## src/rtl/line_command_recognizer_unit_defines.svh

```systemverilog
// Assertion macros shared by the RTL.
// Define NO_ASSERTIONS to compile them out.
`ifndef LINE_COMMAND_RECOGNIZER_UNIT_DEFINES_SVH
`define LINE_COMMAND_RECOGNIZER_UNIT_DEFINES_SVH

`ifndef NO_ASSERTIONS
// Clocked check, idle while reset is asserted.
`define LCR_ASSERT(lbl, prop, msg) \
  lbl: assert property (@(posedge clk) disable iff (!rst_n) prop) else $error(msg);
// Clocked check that also holds during reset.
`define LCR_ASSERT_ALWAYS(lbl, prop, msg) \
  lbl: assert property (@(posedge clk) prop) else $error(msg);
`else
`define LCR_ASSERT(lbl, prop, msg)
`define LCR_ASSERT_ALWAYS(lbl, prop, msg)
`endif

`endif

```

## src/rtl/lcr_pkg.sv

```systemverilog
package lcr_pkg;

  localparam int KW_COUNT = 7;
  localparam int CODE_W   = 3;
  localparam int CMP_W    = 4;

  localparam logic [CODE_W-1:0] CODE_RESET    = 3'd0;
  localparam logic [CODE_W-1:0] CODE_APP      = 3'd1;
  localparam logic [CODE_W-1:0] CODE_RUN_GO   = 3'd2;
  localparam logic [CODE_W-1:0] CODE_DATA_RDY = 3'd3;
  localparam logic [CODE_W-1:0] CODE_RECEIVED = 3'd4;
  localparam logic [CODE_W-1:0] CODE_CONTINUE = 3'd5;
  localparam logic [CODE_W-1:0] CODE_STOP     = 3'd6;
  localparam logic [CODE_W-1:0] CODE_UNKNOWN  = 3'd7;

  localparam logic [7:0] CHAR_LF  = 8'h0A;
  localparam logic [7:0] CHAR_CR  = 8'h0D;
  localparam logic [7:0] CHAR_NUL = 8'h00;

  localparam logic [CMP_W-1:0] CMP_MAX = 4'd15;

  // keyword text, first char in the top byte; '.' pads past the keyword end
  typedef logic [15:0][7:0] kw_text_t;
  typedef logic [CMP_W-1:0] kw_len_t;

  localparam kw_text_t KW_TEXT [KW_COUNT] = '{
    "RESET...........",
    "APP.............",
    "RUN_START.......",
    "READY_FOR_DATA..",
    "RECEIVED........",
    "CONTINUE........",
    "STOP............"
  };

  localparam kw_len_t KW_LEN [KW_COUNT] = '{
    4'd5, 4'd3, 4'd9, 4'd14, 4'd8, 4'd8, 4'd4
  };

  typedef struct packed {
    logic [KW_COUNT-1:0] keep;  // candidates after this byte
    logic [CODE_W-1:0]   code;  // code of the line as it stands
  } match_t;

endpackage

```

## src/rtl/line_command_recognizer_unit.sv

```systemverilog
// Channel  Dir  Handshake           Word
// in       in   in_valid/in_stall   in_rx_byte[7:0]       one received byte
// out      out  out_valid/out_stall out_command_code[2:0] keyword code, 7 unknown
//
// One byte per cycle while in_stall is low; a code is registered into the output slot, or into the skid if it is held.
// Line state updates in the accept cycle through one keyword compare per lane.
// A two-deep output (register plus skid) keeps input flowing under out_stall;
// in_stall rises only while the skid holds a word.
// Synchronous active-low reset clears the line state and the valid flags of both output slots.
module line_command_recognizer_unit #(
  parameter int LINE_CAPACITY = 128
) (
  input  logic       clk,
  input  logic       rst_n,
  input  logic       in_valid,
  output logic       in_stall,
  input  logic [7:0] in_rx_byte,
  output logic       out_valid,
  input  logic       out_stall,
  output logic [2:0] out_command_code
);
  import lcr_pkg::*;

`include "line_command_recognizer_unit_defines.svh"

  localparam int LEN_W = $clog2(LINE_CAPACITY);
  localparam logic [LEN_W-1:0] LEN_MAX = LEN_W'(LINE_CAPACITY - 1);

  // line state
  logic [LEN_W-1:0]    line_len_r, line_len_nxt;
  logic [CMP_W-1:0]    cmp_r, cmp_nxt;
  logic                zero_seen_r, zero_seen_nxt;
  logic [KW_COUNT-1:0] cand_r, cand_nxt;

  // output register and skid
  logic              out_valid_r, out_valid_nxt;
  logic [CODE_W-1:0] out_code_r, out_code_nxt;
  logic              skid_valid_r, skid_valid_nxt;
  logic [CODE_W-1:0] skid_code_r, skid_code_nxt;

  logic   in_acc;
  logic   out_take;
  logic   is_term;
  logic   res_vld;
  match_t match;

  assign in_stall         = skid_valid_r;
  assign out_valid        = out_valid_r;
  assign out_command_code = out_code_r;

  assign in_acc   = in_valid && !skid_valid_r;
  assign out_take = out_valid_r && !out_stall;
  assign is_term  = (in_rx_byte == CHAR_LF) || (in_rx_byte == CHAR_CR);

  lcr_match u_match (
    .cand    (cand_r),
    .cmp_len (cmp_r),
    .rx_byte (in_rx_byte),
    .match   (match)
  );

  // line tracking
  always_comb begin
    line_len_nxt  = line_len_r;
    cmp_nxt       = cmp_r;
    zero_seen_nxt = zero_seen_r;
    cand_nxt      = cand_r;
    res_vld       = 1'b0;
    if (in_acc) begin
      if (is_term) begin
        // empty line: nothing emitted, nothing changes
        if (line_len_r != '0) begin
          res_vld       = 1'b1;
          line_len_nxt  = '0;
          cmp_nxt       = '0;
          zero_seen_nxt = 1'b0;
          cand_nxt      = '1;
        end
      end else if (line_len_r != LEN_MAX) begin
        line_len_nxt = line_len_r + LEN_W'(1);
        // bytes from the first NUL on are counted but not compared
        if (!zero_seen_r) begin
          if (in_rx_byte == CHAR_NUL) begin
            zero_seen_nxt = 1'b1;
          end else begin
            cand_nxt = match.keep;
            if (cmp_r != CMP_MAX) begin
              cmp_nxt = cmp_r + CMP_W'(1);
            end
          end
        end
      end else begin
        // overflow: drop the byte and restart the line
        line_len_nxt  = '0;
        cmp_nxt       = '0;
        zero_seen_nxt = 1'b0;
        cand_nxt      = '1;
      end
    end
  end

  // output register with skid
  always_comb begin
    out_valid_nxt  = out_valid_r;
    out_code_nxt   = out_code_r;
    skid_valid_nxt = skid_valid_r;
    skid_code_nxt  = skid_code_r;
    if (!out_valid_r || out_take) begin
      if (skid_valid_r) begin
        // input is stalled here, so no new result competes
        out_valid_nxt  = 1'b1;
        out_code_nxt   = skid_code_r;
        skid_valid_nxt = 1'b0;
      end else begin
        out_valid_nxt = res_vld;
        out_code_nxt  = match.code;
      end
    end else if (res_vld) begin
      skid_valid_nxt = 1'b1;
      skid_code_nxt  = match.code;
    end
  end

  always_ff @(posedge clk) begin
    if (!rst_n) begin
      line_len_r   <= '0;
      cmp_r        <= '0;
      zero_seen_r  <= 1'b0;
      cand_r       <= '1;
      out_valid_r  <= 1'b0;
      skid_valid_r <= 1'b0;
    end else begin
      line_len_r   <= line_len_nxt;
      cmp_r        <= cmp_nxt;
      zero_seen_r  <= zero_seen_nxt;
      cand_r       <= cand_nxt;
      out_valid_r  <= out_valid_nxt;
      skid_valid_r <= skid_valid_nxt;
    end
  end

  always_ff @(posedge clk) begin
    out_code_r  <= out_code_nxt;
    skid_code_r <= skid_code_nxt;
  end

  `LCR_ASSERT(a_skid_behind_out, skid_valid_r |-> out_valid_r, "skid full, output empty")
  `LCR_ASSERT(a_cand_bounds_cmp, (cand_r != '0) |-> (cmp_r != CMP_MAX), "live candidate")
  `LCR_ASSERT(a_cmp_le_len, LEN_W'(cmp_r) <= line_len_r, "compared count past length")
  `LCR_ASSERT(a_zero_nonempty, zero_seen_r |-> (line_len_r != '0), "NUL flag on empty line")
  `LCR_ASSERT(a_stall_holds_word, (out_valid_r && out_stall) |=> $stable(out_code_r), "word moved")

endmodule

```

## src/rtl/lcr_match.sv

```systemverilog
module lcr_match (
  input  logic [lcr_pkg::KW_COUNT-1:0] cand,
  input  logic [lcr_pkg::CMP_W-1:0]    cmp_len,
  input  logic [7:0]                   rx_byte,
  output lcr_pkg::match_t              match
);
  import lcr_pkg::*;

  always_comb begin
    match.keep = '0;
    match.code = CODE_UNKNOWN;
    for (int k = 0; k < KW_COUNT; k++) begin
      // byte index i sits at element 15-i, i.e. ~cmp_len
      if (cand[k] && (cmp_len < KW_LEN[k]) && (KW_TEXT[k][~cmp_len] == rx_byte)) begin
        match.keep[k] = 1'b1;
      end
    end
    // lowest keyword index wins
    for (int k = KW_COUNT - 1; k >= 0; k--) begin
      if (cand[k] && (cmp_len == KW_LEN[k])) begin
        match.code = CODE_W'(k);
      end
    end
  end

endmodule

```

## config.mk

```make
export PLATFORM = sky130hd
export DESIGN_NAME = line_command_recognizer_unit
export DESIGN_NICKNAME = d
export VERILOG_FILES = /design/src/rtl/lcr_pkg.sv /design/src/rtl/line_command_recognizer_unit.sv /design/src/rtl/lcr_match.sv
export VERILOG_INCLUDE_DIRS = /design/src /design/src/rtl
export SDC_FILE = /design/constraint.sdc
export NUM_CORES = 1
export LEC_CHECK = 0
export ABC_AREA = 1
export BUFFER_PORTS_ARGS = -buffer_cell sky130_fd_sc_hd__buf_2
export CORE_MARGIN = 5
export CORE_UTILIZATION = 26
export CTS_CLUSTER_DIAMETER = 150
export DETAILED_ROUTE_END_ITERATION = 10
export GPL_ROUTABILITY_DRIVEN = 0
export PLACE_DENSITY = 0.43
export SYNTH_ARGS = -nofsm -noshare
export SYNTH_HDL_FRONTEND = slang
export SYNTH_HIERARCHICAL = 1
export SYNTH_SLANG_ARGS = --single-unit
```

## constraint.sdc

```tcl
create_clock -name clk -period 5 [get_ports clk]
set_input_delay 0.75 -clock clk [delete_from_list [all_inputs] [get_ports clk]]
set_output_delay 0.75 -clock clk [all_outputs]
set_load 0.02 [all_outputs]
```

==> flow_summary.toml <==
[worst_hold_path]
hold_path_depth = 2
hp-class = "reg2reg"
hp-start = "zero_seen_r"
whs_endpoint = "zero_seen_r"

[floorplanning]
core_um2 = 9864
fp-row-count = 36
die_x_um = 110.9
start_util_pct = 26.84
dieArea_um2 = 12300
ios = 17
die_h_um = 110.9

[clock_network]
clock_sinks = 27
cts_buffer_depth = 2
cts.reportedPaths.clkPinSlew_ns = 0.10
cts_root_buffer = "clkbuf_8"
postCtsSetupRepairBufs = 0
cts.htree.levels = 1
holdBufCountCts = 0
post_cts_resized = 0
cts_tree = "yes"
cts_buffers = 3
clk_latency_ns = 0.28

[routing]
drc_errors = 0
postRouteAntennaNets = 0
avgViaCountPerCell = 4.832
vias = 2682
wl_um = 8129
drt_iter0_markers = 207
routedWlPerCell_um = 14.65
drt-pass1-iter-count = 5

[yosys]
syn_nets = 444
synthCells = 414
synth_area_um2 = 2648
synth_warnings = 6
synth_ff_type = "dfxtp_1"
synth_seq_area_share_pct = 22.68
synth_cell_type_count = 37
yosys-top-cells-area = "nand2_1 (19%), dfxtp_1 (16%), nand3_1 (10%)"
synth_top_area_share_pct = 18.71
synth-seq-cells = 27
avgSynthCellArea_um2 = 6.395
synth_edf_count = 6
yosysTopAreaCell = "nand2_1"
async_reset_ff_share_pct = 0

[power]
sw_frac_of_total_pct = 43.79
p_switching_mw = 0.3137
power_leakage_nw = 1.311
power_frac_clock_pct = 18.5
powerDensity_nw_per_um2 = 252.9
peakVddDrop_v = 0.0001031
seq_power_share_pct = 38.4
cell_internal_pwr_mw = 0.4027
p_comb_share_pct = 43.1

[worst_setup_path]
r2r_slack_ns = 2.48
end_kind = "register"
critical_path.max_fanout = 13
rr_endpoint = "cand_r[3]"
arrival_ns = 2.68
reg2regPathDepth = 12
start_kind = "register"
r2r_start = "cmp_r[0]"
critPathRequiredTime_ns = 5.16
worst-setup-path-type = "reg2reg"

[global_route]
grt_remaining_overflow = 0
grt_pass1_vias = 2647
busiest_layer = "met2"
met2_usage_pct = 20.87
antenna_found_initial = 0
use_met1_pct = 18.69
grt_max_degree = 27
grt.total_usage_pct = 13.27
met3_usage_pct = 1.965
grt_pass1_wl_um = 13610

[timing]
max_freq_mhz = 397.4
setup_tns_ns = 0
fin_worst_skew_ns = 0.003038
hold_violations = 0
drv_slew = 0
fin_crit_sh_pct = 50.33
worstMarginPinSlew_ns = 0.9622
period_needed_ns = 2.517
slew_headroom_pct = 35.77
rsz0062_at_grt = "false"
finalSetupViolCount = 0

[final_layout]
finalNonFillerCells = 555
fin_nets = 453
final_common_cell = "nand2_1"
final_cell_mix = "nand2_1 (132), nand3_1 (53), nor2_1 (41)"
layout-drive-gt1-share_pct = 12.09
multiInputGateArea_um2 = 1787
register_area_um2 = 600.6
nFillCells = 1137
syn2layout_area_growth_pct = 6.994
num_antenna_cells = 0

[placed_design]
dp_cells = 551
hpwl_um = 6146
port_buffers = 16

[flow_run]
maxCapViolCount = 0

[status]
outcome = "finished, final reports clean"
flip-flops by register name, indices dropped and copies added, names as in the netlist:
register          cells
cand_r                7
line_len_r            7
cmp_r                 4
out_command_code      3
skid_code_r           3
in_stall              1
out_valid             1
zero_seen_r           1
cells in the mapped netlist (2+ instances only):
cell	n
ha_1	18
o21ai_1	3
o21ai_0	11
dfxtp_1	21
inv_2	4
nand3_1	53
a21oi_1	13
o211ai_1	10
xnor2_1	3
buf_2	3
nand2_2	7
xor2_1	10
nor2_4	2
nand2_1	132
nor3_1	4
nor2_2	4
nand4_1	7
nand2_4	4
buf_4	2
buf_6	5
nand3_2	2
nor2_1	41
edfxtp_1	6
a21oi_2	4
inv_1	33
cell type report:
type                       instances  area share, %
multi-input combinational        337          63.07
sequential                        27          21.20
tap                              133          5.875
timing repair buffer              16          2.827
clock inverter                     1         0.2650
clock buffer                       3          1.458
inverter                          38          5.300
worst max-delay path, cell delays in order, from the launching register on:
cell	delay, ns
dfxtp_1	0.67
inv_1	0.33
ha_1	0.45
inv_1	0.12
nand2_1	0.08
nand2_1	0.09
nand2_1	0.07
nand2_1	0.11
nand2_1	0.05
o211ai_1	0.09
nor2_1	0.08
o211ai_1	0.17
nand3_1	0.08
metrics by stage:
stage,area [µm²],util (%),power [mW],setup WS [ns],hold WS (ns)
after global routing,2833,28.72,0.7764,2.245,0.5298
after floorplan,2648,-,0.5134,3.055,0.4424
after CTS,2833,28.72,0.7181,2.494,0.4855
after global placement,2784,28.22,0.5914,2.501,0.4617
final,2833,28.72,0.7164,2.483,0.4816
after detailed placement,2784,28.22,0.5847,2.519,0.4609
power groups by stage:
stage	logic (mW)	registers, mW	clock network, mW
after floorplan	0.245	0.268	0
after CTS	0.306	0.275	0.137
after detailed placement	0.305	0.280	0
after global placement	0.311	0.281	0
after global routing	0.350	0.279	0.147
final	0.309	0.275	0.132
cell families after synthesis:
kind of cell	synth area share [%]
and+or+nand+nor	44.52
DFF	22.68
buffers and inverters	9.829
xor gates and xnor gates	4.301
AOI/OAI and AO/OA	10.16
adders and majority gates	8.507
worst max-delay path by stage:
stage             start         to  slack (ns)
2_1_floorplan  cmp_r[0]  cand_r[3]        3.05
3_3_place_gp   cmp_r[2]  cand_r[0]        2.50
3_5_place_dp   cmp_r[2]  cand_r[0]        2.52
4_1_cts        cmp_r[2]  cand_r[4]        2.49
5_1_grt        cmp_r[2]  cand_r[0]        2.25
6_report       cmp_r[0]  cand_r[3]        2.48
routing by layer:
layer  wire length, µm  up-vias  part of all wire, %
met4               193        0                  2.4
li1                  -     1362                    -
met1              3912     1220                   48
met5                 0        -                    0
met2              3630       82                   45
met3               393       18                  4.8
No activity file was read; power rests on OpenSTA's default activity.
